File: config.mk
export PLATFORM = sky130hd
export DESIGN_NAME = mail_command_line_parser
export DESIGN_NICKNAME = d
export VERILOG_FILES = /design/src/rtl/core/mclp_pkg.sv /design/src/rtl/core/mclp_match.sv /design/src/rtl/core/mclp_step.sv /design/src/rtl/core/mail_command_line_parser.sv
export SDC_FILE = /design/constraint.sdc
export NUM_CORES = 1
export LEC_CHECK = 0
export BUFFER_PORTS_ARGS = -buffer_cell sky130_fd_sc_hd__clkbuf_2
export CAP_MARGIN = 10
export CORE_ASPECT_RATIO = 1.25
export CORE_MARGIN = 4
export CORE_UTILIZATION = 59
export CTS_CLUSTER_SIZE = 25
export DETAILED_ROUTE_END_ITERATION = 10
export GPL_TIMING_DRIVEN = 0
export PLACE_DENSITY = 0.87
export SYNTH_ARGS = -nofsm -noshare
export SYNTH_HDL_FRONTEND = slang
export SYNTH_SLANG_ARGS = --single-unit
File: constraint.sdc
create_clock -name i_clk -period 3.8 [get_ports i_clk]
set_clock_uncertainty 0.05 [all_clocks]
set_input_delay 0.38 -clock i_clk [delete_from_list [all_inputs] [get_ports i_clk]]
set_output_delay 0.38 -clock i_clk [all_outputs]
set_load 0.03 [all_outputs]
File: src/rtl/core/mclp_pkg.sv
// shared types, character codes and keyword table of the mail command line parser
`timescale 1ns / 1ps
`default_nettype none
package mclp_pkg;

    localparam int MAX_COMMAND_CHARS = 4;
    localparam int MAX_ARG_CHARS     = 40;

    localparam int BYTE_W = 8;
    localparam int POS_W  = 6;
    localparam int CHAR_W = 7;
    localparam int CODE_W = 4;
    localparam int PH_W   = 2;
    localparam int KW_W   = 32;
    localparam int KW_LEN_W = 4;
    localparam int KW_COUNT = 10;

    // parser phases
    localparam logic [PH_W-1:0] PH_CMD     = 2'd0;
    localparam logic [PH_W-1:0] PH_ARG1    = 2'd1;
    localparam logic [PH_W-1:0] PH_ARG2    = 2'd2;
    localparam logic [PH_W-1:0] PH_DISCARD = 2'd3;

    // command codes
    localparam logic [CODE_W-1:0] CMD_NONE = 4'd10;

    // character codes
    localparam logic [BYTE_W-1:0] CH_CR        = 8'h0D;
    localparam logic [BYTE_W-1:0] CH_LF        = 8'h0A;
    localparam logic [BYTE_W-1:0] CH_SPACE     = 8'h20;
    localparam logic [BYTE_W-1:0] CH_TILDE     = 8'h7E;
    localparam logic [BYTE_W-1:0] CH_LOWER_A   = 8'h61;
    localparam logic [BYTE_W-1:0] CH_LOWER_Z   = 8'h7A;
    localparam logic [BYTE_W-1:0] CH_CASE_DIFF = 8'h20;

    // keywords packed with the first character in the low byte
    localparam logic [KW_W-1:0] KW_WORD [KW_COUNT] = '{
        32'h00504F54,   // TOP
        32'h52455355,   // USER
        32'h53534150,   // PASS
        32'h54415453,   // STAT
        32'h5453494C,   // LIST
        32'h52544552,   // RETR
        32'h454C4544,   // DELE
        32'h504F4F4E,   // NOOP
        32'h54455352,   // RSET
        32'h54495551    // QUIT
    };

    localparam logic [KW_LEN_W-1:0] KW_LEN [KW_COUNT] = '{
        4'd3, 4'd4, 4'd4, 4'd4, 4'd4, 4'd4, 4'd4, 4'd4, 4'd4, 4'd4
    };

    typedef struct packed {
        logic              kind;
        logic              arg_number;
        logic [POS_W-1:0]  arg_position;
        logic [CHAR_W-1:0] arg_char;
        logic [CODE_W-1:0] command_code;
        logic              line_valid;
    } t_result;

endpackage
`default_nettype wire

File: src/rtl/core/mclp_match.sv
// case-folded command word compare against the keyword table
`timescale 1ns / 1ps
`default_nettype none
module mclp_match #(
    parameter int MAX_COMMAND_CHARS = mclp_pkg::MAX_COMMAND_CHARS,
    parameter int CL_W              = $clog2(MAX_COMMAND_CHARS + 1)
) (
    input  wire logic [8*MAX_COMMAND_CHARS-1:0]   i_word,
    input  wire logic [CL_W-1:0]                  i_len,
    output logic      [mclp_pkg::CODE_W-1:0]      o_code
);

    localparam int WORD_W = 8 * MAX_COMMAND_CHARS;

    logic [mclp_pkg::KW_LEN_W-1:0] w_len;

    assign w_len = mclp_pkg::KW_LEN_W'(i_len);

    // scan downward so the lowest matching entry wins
    always_comb begin
        o_code = mclp_pkg::CMD_NONE;
        for (int k = mclp_pkg::KW_COUNT - 1; k >= 0; k--) begin
            if (w_len == mclp_pkg::KW_LEN[k] &&
                i_word == WORD_W'(mclp_pkg::KW_WORD[k])) begin
                o_code = mclp_pkg::CODE_W'(k);
            end
        end
    end

endmodule
`default_nettype wire

File: src/rtl/core/mclp_step.sv
// per-byte next state and result decision of the line parser
`timescale 1ns / 1ps
`default_nettype none
module mclp_step #(
    parameter int MAX_COMMAND_CHARS = mclp_pkg::MAX_COMMAND_CHARS,
    parameter int MAX_ARG_CHARS     = mclp_pkg::MAX_ARG_CHARS,
    parameter int CL_W              = $clog2(MAX_COMMAND_CHARS + 1),
    parameter int AL_W              = $clog2(MAX_ARG_CHARS + 1)
) (
    input  wire logic [mclp_pkg::BYTE_W-1:0]    i_byte,
    input  wire logic [mclp_pkg::PH_W-1:0]      i_phase,
    input  wire logic                           i_cr,
    input  wire logic [8*MAX_COMMAND_CHARS-1:0] i_word,
    input  wire logic [CL_W-1:0]                i_clen,
    input  wire logic [AL_W-1:0]                i_alen,
    output logic      [mclp_pkg::PH_W-1:0]      o_phase,
    output logic                                o_cr,
    output logic      [8*MAX_COMMAND_CHARS-1:0] o_word,
    output logic      [CL_W-1:0]                o_clen,
    output logic      [AL_W-1:0]                o_alen,
    output logic                                o_emit,
    output mclp_pkg::t_result                   o_result
);

    localparam int WORD_W = 8 * MAX_COMMAND_CHARS;

    logic [mclp_pkg::CODE_W-1:0] w_code;
    logic [mclp_pkg::BYTE_W-1:0] w_upper;
    logic                        w_bad;

    mclp_match #(
        .MAX_COMMAND_CHARS (MAX_COMMAND_CHARS),
        .CL_W              (CL_W)
    ) u_match (
        .i_word (i_word),
        .i_len  (i_clen),
        .o_code (w_code)
    );

    assign w_bad   = (i_byte < mclp_pkg::CH_SPACE) || (i_byte > mclp_pkg::CH_TILDE);
    assign w_upper = (i_byte >= mclp_pkg::CH_LOWER_A && i_byte <= mclp_pkg::CH_LOWER_Z)
                   ? i_byte - mclp_pkg::CH_CASE_DIFF : i_byte;

    always_comb begin
        logic w_end;
        logic w_end_ok;

        w_end    = 1'b0;
        w_end_ok = 1'b0;
        o_phase  = i_phase;
        o_cr     = i_cr;
        o_word   = i_word;
        o_clen   = i_clen;
        o_alen   = i_alen;
        o_emit   = 1'b0;
        o_result = '0;
        o_result.command_code = mclp_pkg::CMD_NONE;

        if (i_phase == mclp_pkg::PH_DISCARD) begin
            if (i_byte == mclp_pkg::CH_CR) begin
                o_cr = 1'b1;
            end else if (i_byte == mclp_pkg::CH_LF && i_cr) begin
                w_end = 1'b1;
            end else begin
                o_cr = 1'b0;
            end
        end else if (i_cr) begin
            if (i_byte == mclp_pkg::CH_LF) begin
                w_end    = 1'b1;
                w_end_ok = 1'b1;
            end else begin
                o_phase = mclp_pkg::PH_DISCARD;
                o_cr    = (i_byte == mclp_pkg::CH_CR);
            end
        end else if (i_byte == mclp_pkg::CH_SPACE) begin
            unique case (i_phase)
                mclp_pkg::PH_CMD:  o_phase = mclp_pkg::PH_ARG1;
                mclp_pkg::PH_ARG1: o_phase = mclp_pkg::PH_ARG2;
                default:           o_phase = mclp_pkg::PH_DISCARD;
            endcase
            o_alen = '0;
        end else if (i_byte == mclp_pkg::CH_CR) begin
            o_cr = 1'b1;
        end else if (i_phase == mclp_pkg::PH_CMD) begin
            if (i_clen >= CL_W'(MAX_COMMAND_CHARS) || w_bad) begin
                o_phase = mclp_pkg::PH_DISCARD;
            end else begin
                for (int i = 0; i < MAX_COMMAND_CHARS; i++) begin
                    if (i_clen == CL_W'(i)) begin
                        o_word[8*i +: 8] = w_upper;
                    end
                end
                o_clen = CL_W'(i_clen + 1'b1);
            end
        end else begin
            if (i_alen >= AL_W'(MAX_ARG_CHARS) || w_bad) begin
                o_phase = mclp_pkg::PH_DISCARD;
            end else begin
                o_emit                = 1'b1;
                o_result.arg_number   = (i_phase == mclp_pkg::PH_ARG2);
                o_result.arg_position = mclp_pkg::POS_W'(i_alen);
                o_result.arg_char     = i_byte[mclp_pkg::CHAR_W-1:0];
                o_alen                = AL_W'(i_alen + 1'b1);
            end
        end

        // line end record, then back to a fresh line
        if (w_end) begin
            o_emit                = 1'b1;
            o_result.kind         = 1'b1;
            o_result.command_code = w_end_ok ? w_code : mclp_pkg::CMD_NONE;
            o_result.line_valid   = w_end_ok && (w_code != mclp_pkg::CMD_NONE);
            o_phase               = mclp_pkg::PH_CMD;
            o_cr                  = 1'b0;
            o_word                = {WORD_W{1'b0}};
            o_clen                = '0;
            o_alen                = '0;
        end
    end

endmodule
`default_nettype wire

File: src/rtl/core/mail_command_line_parser.sv
// top level of the mail command line parser
// The parser takes one byte per cycle unless a waiting result stalls it, and
// gives at most one result per byte: an argument character as soon as it arrives,
// or a line end record after CR LF that carries the keyword code of the command
// word and whether the line is valid. A byte is held in an input register,
// decided in one pass through the per-byte logic and the parallel keyword compare,
// and its result lands in an output register; throughput is one byte every cycle,
// set by the single update of the line state per byte, and a result left waiting
// in the output register holds the next byte in the input register.
// Argument characters of a line whose record shows line_valid low are to be
// dropped by the consumer.
`timescale 1ns / 1ps
`default_nettype none
module mail_command_line_parser #(
    parameter int MAX_COMMAND_CHARS = mclp_pkg::MAX_COMMAND_CHARS,
    parameter int MAX_ARG_CHARS     = mclp_pkg::MAX_ARG_CHARS
) (
    input  wire logic                           i_clk,
    input  wire logic                           i_rst_n,
    input  wire logic                           i_valid,
    output logic                                o_ready,
    input  wire logic [mclp_pkg::BYTE_W-1:0]    i_byte_in,
    output logic                                o_valid,
    input  wire logic                           i_ready,
    output logic                                o_kind,
    output logic                                o_arg_number,
    output logic      [mclp_pkg::POS_W-1:0]     o_arg_position,
    output logic      [mclp_pkg::CHAR_W-1:0]    o_arg_char,
    output logic      [mclp_pkg::CODE_W-1:0]    o_command_code,
    output logic                                o_line_valid
);

    localparam int CL_W   = $clog2(MAX_COMMAND_CHARS + 1);
    localparam int AL_W   = $clog2(MAX_ARG_CHARS + 1);
    localparam int WORD_W = 8 * MAX_COMMAND_CHARS;

    logic                         r_in_valid;
    logic [mclp_pkg::BYTE_W-1:0]  r_byte;
    logic [mclp_pkg::PH_W-1:0]    r_phase;
    logic                         r_cr;
    logic [WORD_W-1:0]            r_word;
    logic [CL_W-1:0]              r_clen;
    logic [AL_W-1:0]              r_alen;
    logic                         r_out_valid;
    mclp_pkg::t_result            r_out;

    logic [mclp_pkg::PH_W-1:0]    n_phase;
    logic                         n_cr;
    logic [WORD_W-1:0]            n_word;
    logic [CL_W-1:0]              n_clen;
    logic [AL_W-1:0]              n_alen;
    logic                         w_emit;
    mclp_pkg::t_result            w_result;
    logic                         w_advance;

    mclp_step #(
        .MAX_COMMAND_CHARS (MAX_COMMAND_CHARS),
        .MAX_ARG_CHARS     (MAX_ARG_CHARS),
        .CL_W              (CL_W),
        .AL_W              (AL_W)
    ) u_step (
        .i_byte   (r_byte),
        .i_phase  (r_phase),
        .i_cr     (r_cr),
        .i_word   (r_word),
        .i_clen   (r_clen),
        .i_alen   (r_alen),
        .o_phase  (n_phase),
        .o_cr     (n_cr),
        .o_word   (n_word),
        .o_clen   (n_clen),
        .o_alen   (n_alen),
        .o_emit   (w_emit),
        .o_result (w_result)
    );

    // the held byte moves on once the output register is free or being emptied
    assign w_advance = r_in_valid && (!r_out_valid || i_ready);
    assign o_ready   = !r_in_valid || w_advance;

    always_ff @(posedge i_clk) begin
        if (!i_rst_n) begin
            r_in_valid <= 1'b0;
        end else if (o_ready) begin
            r_in_valid <= i_valid;
        end
    end

    always_ff @(posedge i_clk) begin
        if (o_ready) begin
            r_byte <= i_byte_in;
        end
    end

    always_ff @(posedge i_clk) begin
        if (!i_rst_n) begin
            r_phase <= mclp_pkg::PH_CMD;
            r_cr    <= 1'b0;
            r_word  <= {WORD_W{1'b0}};
            r_clen  <= '0;
            r_alen  <= '0;
        end else if (w_advance) begin
            r_phase <= n_phase;
            r_cr    <= n_cr;
            r_word  <= n_word;
            r_clen  <= n_clen;
            r_alen  <= n_alen;
        end
    end

    always_ff @(posedge i_clk) begin
        if (!i_rst_n) begin
            r_out_valid <= 1'b0;
        end else if (w_advance && w_emit) begin
            r_out_valid <= 1'b1;
        end else if (i_ready) begin
            r_out_valid <= 1'b0;
        end
    end

    always_ff @(posedge i_clk) begin
        if (w_advance && w_emit) begin
            r_out <= w_result;
        end
    end

    assign o_valid        = r_out_valid;
    assign o_kind         = r_out.kind;
    assign o_arg_number   = r_out.arg_number;
    assign o_arg_position = r_out.arg_position;
    assign o_arg_char     = r_out.arg_char;
    assign o_command_code = r_out.command_code;
    assign o_line_valid   = r_out.line_valid;

    // character results never carry a command
    a_char_no_cmd: assert property (@(posedge i_clk) disable iff (!i_rst_n)
        (r_out_valid && !r_out.kind) |->
            (r_out.command_code == mclp_pkg::CMD_NONE && !r_out.line_valid))
        else $error("argument character carries a command code");

    // a valid line always names a keyword
    a_valid_has_code: assert property (@(posedge i_clk) disable iff (!i_rst_n)
        (r_out_valid && r_out.line_valid) |-> (r_out.command_code != mclp_pkg::CMD_NONE))
        else $error("valid line without keyword");

    // a line end record restarts the parser
    a_end_clears: assert property (@(posedge i_clk) disable iff (!i_rst_n)
        (w_advance && w_emit && w_result.kind) |=>
            (r_phase == mclp_pkg::PH_CMD && !r_cr && r_clen == '0 && r_alen == '0))
        else $error("line state not cleared after line end");

    // every produced result is presented
    a_emit_shown: assert property (@(posedge i_clk) disable iff (!i_rst_n)
        (w_advance && w_emit) |=> r_out_valid)
        else $error("result lost");

    // stored command length stays within the word
    a_clen_range: assert property (@(posedge i_clk) disable iff (!i_rst_n)
        r_clen <= CL_W'(MAX_COMMAND_CHARS))
        else $error("command length overflow");

endmodule
`default_nettype wire
* Word-level counts from Yosys, hierarchy flattened *
Cells that the tools add are included.

cells by class
  add/sub/neg operators = 3
  multipliers = 0
  divide/modulo/power cells = 0
  $lt $le $gt $ge = 6
  equal/unequal tests = 33
  shifts and indexed selects = 0
  multiplexer cells = 70
  bitwise gates (word level) = 0
  reductions and logical operators = 41

operator list
  kind                                                                                 number
  32-bit by 31-bit == test with 1-bit output, second input constant                    9
  32-bit 2-to-1 mux                                                                    7
  6-bit 2-to-1 mux                                                                     7
  8-bit 2-to-1 mux                                                                     5
  4-bit 2-to-1 mux                                                                     9
  32-bit by 23-bit == test with 1-bit output, second input constant                    1
  8-bit AND reduction                                                                  4
  1-bit 2-to-1 mux                                                                     24
  3-bit 2-to-1 mux                                                                     7
  2-bit 2-to-1 mux                                                                     10
  8-bit by 4-bit == test with 1-bit output, second input constant                      2
  1-bit logical AND                                                                    15
  4-bit != test, second input constant                                                 3
  6-bit AND reduction                                                                  2
  2-bit nonzero test                                                                   6
  8-bit by 6-bit == test with 1-bit output, second input constant                      1
  8-bit by 7-bit greater-or-equal comparator with 1-bit output, second input constant  1
  8-bit by 7-bit greater-than comparator with 1-bit output, second input constant      1
  8-bit by 7-bit less-or-equal comparator with 1-bit output, second input constant     1
  8-bit by 6-bit < comparator with 1-bit output, second input constant                 1
  2-bit != test, second input constant                                                 4
  8-bit by 6-bit subtractor with 8-bit output, second input constant                   1
  7-bit AND reduction                                                                  1
  6-bit by 1-bit adder with 6-bit output, second input constant                        1
  20 further kinds                                                                     30

word-level totals
  register bits = 74
  bits in latches = 0
  bits in writable memories = 0
  bits in read-only memories = 0
  output and inout port bits = 22
  word-level logic and storage cells = 170
  memories kept = 0

* Longest topological paths before layout *
Gate-level depths: netlist (run 1).

  word-level depth = 14
  depth in mapped cells = 8
  depth with buffers taken out = 8

* By module *
Synthesis (run 1) repeated with hierarchy kept, for this count alone.

unflattened totals
  cells, all modules = 516
  area, all modules = 4549.4 sq um

modules (own cells, without submodules)
  module                    times used  cells an instance  area each (sq um)
  mail_command_line_parser  1           230                2698.8
  mclp_step                 1           214                1352.5
  mclp_match                1           72                 498.0

* Worst setup path after synthesis (run 1) *
OpenSTA, ideal clock, no wires.

  path kind = reg-to-reg
  start = register r_byte[5] (netlist bit)
  end = register r_out (netlist bit o_arg_char[0]), enable pin
  setup time = 0.397 ns
  arrival time = 2.673 ns
  required time = 3.353 ns
  slack = 0.681 ns
  cell stages (with the launch flop) = 7
  period minus slack after synthesis = 3.119 ns
  path through = edfxtp_1 and4_1 a2111o_1 nor3_1 clkbuf_1 nor2_1 nor2_1

between the ends
  cells in the longest elaborated chain, start to end = 11
  elaborated cells on any way between the ends = 21

RTL lines
  element                                                                                                                    line                             RTL
  start: declaration                                                                                                         mail_command_line_parser.sv:38   logic [mclp_pkg::BYTE_W-1:0] r_byte;
  start signal: assignment                                                                                                   mail_command_line_parser.sv:91   r_byte <= i_byte_in;
  8-bit by 6-bit < comparator with 1-bit output or 8-bit by 7-bit greater-than comparator with 1-bit output (tied branches)  mclp_step.sv:40                  assign w_bad = (i_byte < mclp_pkg::CH_SPACE) || (i_byte > mclp_pkg::CH_TILDE);
  1-bit logical OR                                                                                                           mclp_step.sv:40
  1-bit logical OR                                                                                                           mclp_step.sv:96                  if (i_alen >= AL_W'(MAX_ARG_CHARS) || w_bad) begin
  1-bit 2-to-1 mux                                                                                                           mclp_step.sv:96
  1-bit 2-to-1 mux                                                                                                           mclp_step.sv:84                  end else if (i_phase == mclp_pkg::PH_CMD) begin
  1-bit 2-to-1 mux                                                                                                           mclp_step.sv:82                  end else if (i_byte == mclp_pkg::CH_CR) begin
  1-bit 2-to-1 mux                                                                                                           mclp_step.sv:75                  end else if (i_byte == mclp_pkg::CH_SPACE) begin
  1-bit 2-to-1 mux                                                                                                           mclp_step.sv:67                  end else if (i_cr) begin
  1-bit 2-to-1 mux                                                                                                           mclp_step.sv:59                  if (i_phase == mclp_pkg::PH_DISCARD) begin
  1-bit 2-to-1 mux (*)                                                                                                       mclp_step.sv:108                 if (w_end) begin
  1-bit logical AND (*)                                                                                                      mail_command_line_parser.sv:122  if (w_advance && w_emit) begin
  end signal: assignment                                                                                                     mail_command_line_parser.sv:123  r_out <= w_result;
  end: declaration                                                                                                           mail_command_line_parser.sv:45   mclp_pkg::t_result r_out;

Mark *: on every way between the ends. The rest lies on a longest branch, timed or not.
A chain may end at the register's enable or synchronous reset.

* Worst setup path after layout (run 1) *
  start = register r_byte[5] (netlist bit)
  end = register r_out (netlist bit o_command_code[0]), enable pin

Same word-level chain as after synthesis.

==> results of run 1 <==
==> path summary, 6_finish.rpt <==
kind                                     end  slack, ns
min reg2reg           r_word[6]$_SDFFE_PN0P_       0.43
min                      r_byte[6]$_DFFE_PP_       0.15
max          o_command_code[0]$_SDFFCE_PN0P_       0.35
max reg2reg  o_command_code[0]$_SDFFCE_PN0P_       0.35
==> worst max-delay path: stages, from the launching register on <==
cell and delay [ns]:
edfxtp_1 0.53, and4_1 0.31, a2111o_1 0.51, nor3_1 0.50
clkbuf_1 0.34, nor2_1 0.10, nor2_2 0.71
==> cells by family after synthesis <==
family / synth area share, %
multiplexers: 2.96
XOR/XNOR: 0.706
buffers and inverters: 3.70
AND/OR/NAND/NOR: 27.6
adder cells (fa/ha/maj): 3.36
flip-flops: 47.3
AO/OA/AOI/OAI: 14.3
==> layer usage <==
layer	up-vias	share of wire, %	GRT usage, %
met3	22	7.3	4.10
met2	164	49	38.3
met4	0	2.3	10.7
met5	-	0	0
met1	1515	42	31.2
li1	1482	-	-
==> area by class of cell <==
| class | count | share of cell area, % |
|---|---|---|
| repair buffers | 33 | 3.89 |
| plain buffers | 14 | 2.45 |
| clock buffers | 9 | 2.92 |
| well taps | 85 | 2.51 |
| flip-flops and latches | 74 | 41.5 |
| clock inverters | 7 | 2.92 |
| multi-input cells | 272 | 43.0 |
| inverters | 9 | 0.796 |
==> Yosys cell counts (4+ instances only) <==
cell / instances / area (um^2)
a21oi_1: 13 / 65.1
and2_1: 14 / 87.6
buf_6: 4 / 45.0
clkbuf_1: 5 / 18.8
dfxtp_1: 46 / 921
edfxtp_1: 28 / 841
ha_1: 10 / 125
inv_1: 9 / 33.8
mux2i_1: 11 / 110
nand2_1: 26 / 97.6
nand2b_1: 4 / 25.0
nand3_1: 33 / 165
nand4_1: 10 / 62.6
nor2_1: 24 / 90.1
nor2b_1: 6 / 37.5
nor3_1: 7 / 35.0
nor3b_1: 4 / 30.0
nor4_1: 12 / 75.1
nor4b_1: 4 / 35.0
nor4bb_1: 5 / 50.1
o21ai_0: 9 / 45.0
o21ai_1: 18 / 90.1
o21ai_2: 4 / 35.0
==> registers in the layout, summed over array words and instances (netlist names), 2 cells and up <==
signal,flops
r_byte,8
o_arg_position,6
r_clen,3
o_arg_char,7
r_alen,6
r_word,32
o_command_code,4
r_phase,2
==> power groups by stage <==
stage	clock [uW]	sequential, uW	combinational [uW]
floorplan	0	870	63.2
global placement	0	868	94.0
finish	750	851	98.4
global route	792	852	107
detailed placement	0	868	96.9
CTS	752	850	97.8
==> per-stage QoR <==
step                util (%)  setup WS (ns)  instance area, um^2
finish                  68.8          0.354                 4240
global placement        64.8         0.0231                 3990
CTS                     68.8          0.369                 4240
detailed placement      64.8          0.403                 4000
floorplan                  -          0.681                 3720
global route            68.8          0.205                 4240
==> impl_metrics.py, run 1 <==
metrics = {
    "run_status": {
        "status": "finished clean",
    },
    "logic_synthesis": {
        "syn-num-nets": 391,
        "synthCells": 369,
        "yosysSeqAreaShare_pct": 47.3,
        "synth_warnings": 0,
        "post_synth.cell_area_avg_um2": 10.1,
        "yosys_most_used_dff": "dfxtp_1",
        "synth_edf_count": 28,
        "synth_area_um2": 3720,
        "synth.distinct_cells": 71,
        "synth-async-reset-ratio_pct": 0,
        "synth-seq-cells": 74,
    },
    "cts": {
        "ctsHoldBuffers": 0,
        "insertion_delay_ns": 0.35,
        "numCtsBuffers": 9,
        "htree_num_levels": 3,
        "cts_tree": "built",
        "cts-root-buf": "clkbuf_8",
        "cts_resized": 0,
        "cts.sinks": 74,
        "clk_pin_slew_ns": 0.08,
        "post-cts-setup-buffer-count": 0,
        "cts_max_path_buffers": 2,
    },
    "route": {
        "drc": 0,
        "viasPerCell": 6.33,
        "vias": 3183,
        "ant_nets": 0,
        "drtIter0Drc": 377,
        "drt_first_pass_iters": 6,
        "wire_per_inst_um": 17.4,
        "finalWirelength_um": 8760,
    },
    "final_layout": {
        "layout_common_cells": "46 x dfxtp_1, 34 x clkbuf_2, 33 x nand3_1",
        "seq_area_um2": 1760,
        "layout-drive-gt1-share_pct": 19.6,
        "nets": 435,
        "multi_input_area_um2": 1820,
        "fillerInstances": 480,
        "layout.cells.non_filler": 503,
        "final_common_cell": "dfxtp_1",
        "syn2layout_area_growth_pct": 14.0,
        "diodes": 0,
    },
    "global_routing": {
        "grt_pass1_wl_um": 14400,
        "grt_overflow": 0,
        "grt_max_degree": 21,
        "antenna_found_initial": 0,
        "grt_pass1_vias": 2942,
        "grt_use_total_pct": 23.8,
    },
    "pwr": {
        "switching_share_pct": 22.9,
        "p_leak_uw": 0.00141,
        "combPwrFrac_pct": 5.8,
        "worst_ir_drop_vdd_mv": 0.278,
        "p_int_uw": 1310,
        "cellPowerDensity_nw_per_um2": 401,
        "seqPwrFrac_pct": 50.1,
        "pwr-share-clk_pct": 44.1,
        "p_total_uw": 1700,
        "p_sw_uw": 390,
    },
    "timing": {
        "max_slew_margin_pct": 37.9,
        "slew_violations": 0,
        "finalSetupViolCount": 0,
        "worst_slew_pin_slew_ns": 0.931,
        "rsz0062_at_grt": "no",
        "setup_tns_ns": 0,
        "whs_ns": 0.147,
        "period_share_pct": 90.7,
        "fmax_ghz": 0.290,
        "hold_viol": 0,
        "post-route-min-period_ns": 3.45,
    },
    "placement": {
        "dp_hpwl_um": 6270,
        "placed_cells": 487,
        "io_buffer_count": 33,
        "place_congestion": 0.908,
    },
    "worst_setup_path": {
        "startpoint_type": "flop",
        "setup.worst_path.class": "flop to flop",
        "arrival_ns": 3.37,
        "endpoint_kind": "flop",
        "crit_required_ns": 3.73,
        "cp-startpoint": "r_byte[5]$_DFFE_PP_",
        "r2r_cells": 6,
        "path_max_fanout": 20,
        "r2r-start": "r_byte[5]$_DFFE_PP_",
    },
    "floorplanning": {
        "coreArea_um2": 6170,
        "die_x_um": 79.0,
        "row_count": 32,
        "io_pins": 34,
        "start_util_pct": 60.3,
        "dieHeight_um": 96.8,
        "die_area_um2": 7650,
    },
    "min_path": {
        "holdPathStages": 1,
        "hold_path.class": "primary input to flop",
        "worstHoldStart": "i_byte_in[6]",
    },
    "job": {
        "cap_violations": 0,
    },
}
Note: power is estimated with default switching activity, not from simulation.
==> run 2, diff against run 1 <==
Settings changed: CELL_PAD_IN_SITES_DETAIL_PLACEMENT set to 1, CELL_PAD_IN_SITES_GLOBAL_PLACEMENT set to 2, CORE_UTILIZATION 59 to 38, CTS_BUF_LIST set to sky130_fd_sc_hd__clkbuf_16.
==> run 2 against run 1 <==
Power grew 9.5%. Die area grew 50%. Sequential share of layout area shrank 1.2 points. Non-clock buffer count is the same. First-iteration DRC count shrank 75%. Count of clock-buffer cells in the layout grew 2. Clock power grew 21%. Sequential power is essentially flat. Core utilization shrank 23 points. Sequential cell count is the same. Critical path type unchanged. Critical endpoint is now o_line_valid$_SDFFCE_PN0P_. Largest cell class unchanged. Highest routed layer unchanged.
==> impl_metrics.py, run 2 (synthesized netlist as in run 1, its figures left out) <==
metrics = {
    "run_status": {
        "status": "finished clean",
    },
    "cts": {
        "insertion_delay_ns": 0.34,
        "cts_max_path_buffers": 2,
        "cts_resized": 0,
        "cts.sinks": 74,
        "cts-root-buf": "clkbuf_16",
        "numCtsBuffers": 9,
        "post-cts-setup-buffer-count": 0,
        "ctsHoldBuffers": 0,
        "cts_tree": "built",
        "clk_pin_slew_ns": 0.06,
        "htree_num_levels": 3,
    },
    "floorplanning": {
        "start_util_pct": 38.7,
        "dieHeight_um": 119,
        "coreArea_um2": 9610,
        "io_pins": 34,
        "row_count": 40,
        "die_x_um": 96.5,
        "die_area_um2": 11400,
    },
    "final_layout": {
        "layout-drive-gt1-share_pct": 19.4,
        "diodes": 0,
        "syn2layout_area_growth_pct": 17.5,
        "utilization_pct": 45.5,
        "nets": 435,
        "regMostFlops": "r_word",
        "final_common_cell": "dfxtp_1",
        "largest_reg_flops": 32,
        "layout_common_cells": "46 x dfxtp_1, 34 x clkbuf_2, 33 x nand3_1",
    },
    "min_path": {
        "hold_path.class": "primary input to flop",
        "holdPathStages": 1,
        "worstHoldStart": "i_byte_in[1]",
    },
    "route": {
        "viasPerCell": 5.61,
        "drt_first_pass_iters": 4,
        "vias": 3052,
        "wire_per_inst_um": 19.0,
        "drtIter0Drc": 93,
        "drc": 0,
        "finalWirelength_um": 10400,
        "ant_nets": 0,
    },
    "worst_setup_path": {
        "crit_required_ns": 3.71,
        "r2r_cells": 6,
        "path_max_fanout": 20,
        "r2r-start": "r_byte[4]$_DFFE_PP_",
        "crit_path_top_delay_cell": "nor2_2",
        "setup.worst_path.class": "flop to flop",
        "arrival_ns": 3.26,
        "crit_family": "simple AND/OR/NAND/NOR gates",
        "startpoint_type": "flop",
        "endpoint_kind": "flop",
        "worst-path-buf-inv": 1,
        "cp-startpoint": "r_byte[4]$_DFFE_PP_",
        "cp.depth": 6,
        "crit_chain": "and4_1, a2111o_1, nor3_1, clkbuf_1, nor2_1, nor2_2",
        "crit_path_max_incr_delay_ns": 0.76,
    },
    "timing": {
        "finalSetupViolCount": 0,
        "setup_tns_ns": 0,
        "fmax_ghz": 0.299,
        "slew_violations": 0,
        "post-route-min-period_ns": 3.35,
        "hold_viol": 0,
        "period_share_pct": 88.1,
        "worst_slew_pin_slew_ns": 0.996,
        "rsz0062_at_grt": "no",
        "max_slew_margin_pct": 33.5,
    },
    "global_routing": {
        "grt_overflow": 0,
        "antenna_found_initial": 0,
        "grt_pass1_wl_um": 16900,
        "grt_pass1_vias": 3215,
        "grt_use_total_pct": 19.5,
        "grt_max_degree": 21,
    },
    "pwr": {
        "p_leak_uw": 0.00145,
        "cellPowerDensity_nw_per_um2": 426,
        "worst_ir_drop_vdd_mv": 0.291,
    },
    "job": {
        "cap_violations": 0,
    },
    "placement": {
        "place_congestion": 0.927,
        "io_buffer_count": 33,
        "dp_hpwl_um": 7760,
    },
}
[run 2: path summary, 6_finish.rpt]
path                                end  slack (ns)
min reg2reg      r_word[2]$_SDFFE_PN0P_        0.43
max reg2reg  o_line_valid$_SDFFCE_PN0P_        0.45
min                 r_byte[1]$_DFFE_PP_        0.16
max          o_line_valid$_SDFFCE_PN0P_        0.45
[run 2: worst register-to-register path, stage by stage (launching register included)]
cell,delay [ns]
edfxtp_1,0.53
and4_1,0.30
a2111o_1,0.54
nor3_1,0.38
clkbuf_1,0.31
nor2_1,0.10
nor2_2,0.76
[run 2: metrics by stage]
step	setup slack, ns	total power, uW	hold WS [ns]	instance area [um^2]	instances
detailed placement	0.429	971	0.420	4050	528
CTS	0.373	1880	0.156	4370	544
finish	0.451	1860	0.165	4370	544
floorplan	0.681	933	0.392	3720	369
global route	0.0610	1930	0.152	4370	544
global placement	0.0783	967	0.408	4040	528
[run 2: report_power, final]
| part | total [uW] | switching, uW | internal [uW] |
|---|---|---|---|
| sequential | 854 | 19.4 | 834 |
| combinational | 100 | 65.7 | 34.6 |
| clock | 907 | 324 | 583 |
| total | 1860 | 410 | 1450 |
[run 2: layout make-up]
| type | count | area, um^2 |
|---|---|---|
| buffer | 14 | 104 |
| tap | 126 | 158 |
| multi-input combinational | 272 | 1820 |
| inverter | 9 | 33.8 |
| fill | 1117 | 5240 |
| sequential | 74 | 1760 |
| timing repair buffer | 33 | 165 |
| clock inverter | 5 | 48.8 |
| clock buffer | 11 | 275 |
[run 2: routing by layer]
| metal | up-vias | wire length, um | track usage (%) |
|---|---|---|---|
| met3 | 17 | 279 | 4.52 |
| met5 | - | 0 | 0 |
| li1 | 1479 | - | - |
| met2 | 49 | 5440 | 33.7 |
| met1 | 1507 | 4350 | 22.8 |
| met4 | 0 | 290 | 7.89 |
==> run 3, diff against run 2 <==
Settings changed: BUFFER_PORTS_ARGS -buffer_cell sky130_fd_sc_hd__clkbuf_2 to unset, CORE_UTILIZATION 38 to 41, CTS_BUF_LIST sky130_fd_sc_hd__clkbuf_16 to unset, CTS_CLUSTER_SIZE 25 to 20, DONT_BUFFER_PORTS set to 1.
==> run 3 against run 2 <==
Hold slack worse by 0.11 ns. Sequential power up 0.6%. Largest power group is now sequential cells. Global-route usage increased by 0.66 points. Sequential cell count unchanged. Via count down 4.6%. Non-clock buffer count shrank 33. Critical path type unchanged. Count of clock-buffer cells in the layout grew 3.
==> impl_metrics.py, run 3 (synthesized netlist as in run 1, its figures left out) <==
metrics = {
    "global_routing": {
        "grt_use_total_pct": 20.2,
        "met2_usage_pct": 34.2,
        "gr-usage-met1_pct": 23.4,
        "grt_pass1_wl_um": 16300,
        "antenna_found_initial": 0,
        "grtUsageMet3_pct": 3.75,
        "busiest_layer": "met2",
        "grt_max_degree": 21,
        "grt_overflow": 0,
        "grt_pass1_vias": 3092,
    },
    "timing": {
        "setup_tns_ns": 0,
        "max_slew_margin_pct": 35.6,
        "hold_viol": 0,
        "finalWorstSetupSlack_ns": 0.456,
        "whs_ns": 0.0579,
        "slew_violations": 0,
        "rsz0062_at_grt": "no",
        "worst_slew_pin_slew_ns": 0.966,
        "post-route-min-period_ns": 3.34,
        "period_share_pct": 88.0,
        "fmax_ghz": 0.299,
        "finalSetupViolCount": 0,
    },
    "worst_setup_path": {
        "r2r-start": "r_byte[5]$_DFFE_PP_",
        "arrival_ns": 3.28,
        "r2r_cells": 6,
        "startpoint_type": "flop",
        "crit_required_ns": 3.73,
        "endpoint_kind": "flop",
        "cp-startpoint": "r_byte[5]$_DFFE_PP_",
        "r2r_slack_ns": 0.46,
        "setup.worst_path.class": "flop to flop",
        "path_max_fanout": 20,
    },
    "route": {
        "wire_per_inst_um": 19.6,
        "vias": 2913,
        "viasPerCell": 5.77,
        "drtIter0Drc": 80,
        "drc": 0,
        "finalWirelength_um": 9880,
        "drt_first_pass_iters": 4,
        "ant_nets": 0,
    },
    "cts": {
        "numCtsBuffers": 9,
        "post-cts-setup-buffer-count": 0,
        "cts_tree": "built",
        "insertion_delay_ns": 0.36,
        "ctsHoldBuffers": 0,
        "cts_max_path_buffers": 2,
        "htree_num_levels": 3,
        "cts.sinks": 74,
        "cts-root-buf": "clkbuf_8",
        "clk_pin_slew_ns": 0.08,
        "cts_resized": 0,
    },
    "final_layout": {
        "final_common_cell": "dfxtp_1",
        "utilization_pct": 47.2,
        "diodes": 0,
        "layout-drive-gt1-share_pct": 12.5,
        "nets": 402,
        "regMostFlops": "r_word",
        "syn2layout_area_growth_pct": 10.9,
        "layout_common_cells": "46 x dfxtp_1, 33 x nand3_1, 28 x edfxtp_1",
        "largest_reg_flops": 32,
    },
    "placement": {
        "io_buffer_count": 0,
        "place_ws_ns": 0.426,
        "place_congestion": 0.881,
        "dp_hpwl_um": 7630,
    },
    "min_path": {
        "worstHoldStart": "i_byte_in[5]",
        "holdPathStages": 0,
        "hold_path.class": "primary input to flop",
    },
    "pwr": {
        "worst_ir_drop_vdd_mv": 0.219,
        "cellPowerDensity_nw_per_um2": 410,
        "p_leak_uw": 0.00128,
        "p_total_uw": 1690,
    },
    "floorplanning": {
        "die_x_um": 93.2,
        "die_area_um2": 10700,
        "io_pins": 34,
        "row_count": 38,
        "coreArea_um2": 8750,
        "dieHeight_um": 115,
        "start_util_pct": 42.5,
    },
    "run_status": {
        "status": "finished clean",
    },
    "job": {
        "cap_violations": 0,
    },
}
## run 3: worst max-delay path, cell delays in order, from the launching register on
cell,delay (ns)
edfxtp_1,0.52
and4_1,0.30
a2111o_1,0.53
nor3_1,0.38
clkbuf_1,0.33
nor2_1,0.11
nor2_2,0.74
## run 3: metrics by stage
| step | std cells | cell area (um^2) |
|---|---|---|
| after floorplan | 369 | 3720 |
| after global placement | 489 | 3870 |
| after detailed placement | 489 | 3870 |
| after CTS | 505 | 4130 |
| final | 505 | 4130 |
| after global routing | 505 | 4130 |
## run 3: report_power, final
part | internal (uW) | switching, uW
clock network | 441 | 309
logic | 28.9 | 55.8
registers | 833 | 25.3
## run 3: metal layers
metal	part of all wire, %	routed length [um]
met2	51	5060
met3	2.6	261
met4	4.5	446
met1	42	4120
met5	0	0
## run 3: area by class of cell
| cell class | instances | area, um^2 |
|---|---|---|
| tap | 120 | 150 |
| multi-input combinational | 272 | 1820 |
| clock inverter | 2 | 35.0 |
| sequential | 74 | 1760 |
| inverter | 9 | 33.8 |
| buffer | 14 | 104 |
| fill | 1007 | 4620 |
| clock buffer | 14 | 216 |
## run 3: final timing paths
kind,endpoint
hold / removal,r_byte[5]$_DFFE_PP_
setup / recovery,o_arg_position[5]$_SDFFCE_PP0P_
setup reg to reg,o_arg_position[5]$_SDFFCE_PP0P_
hold reg to reg,r_word[20]$_SDFFE_PN0P_
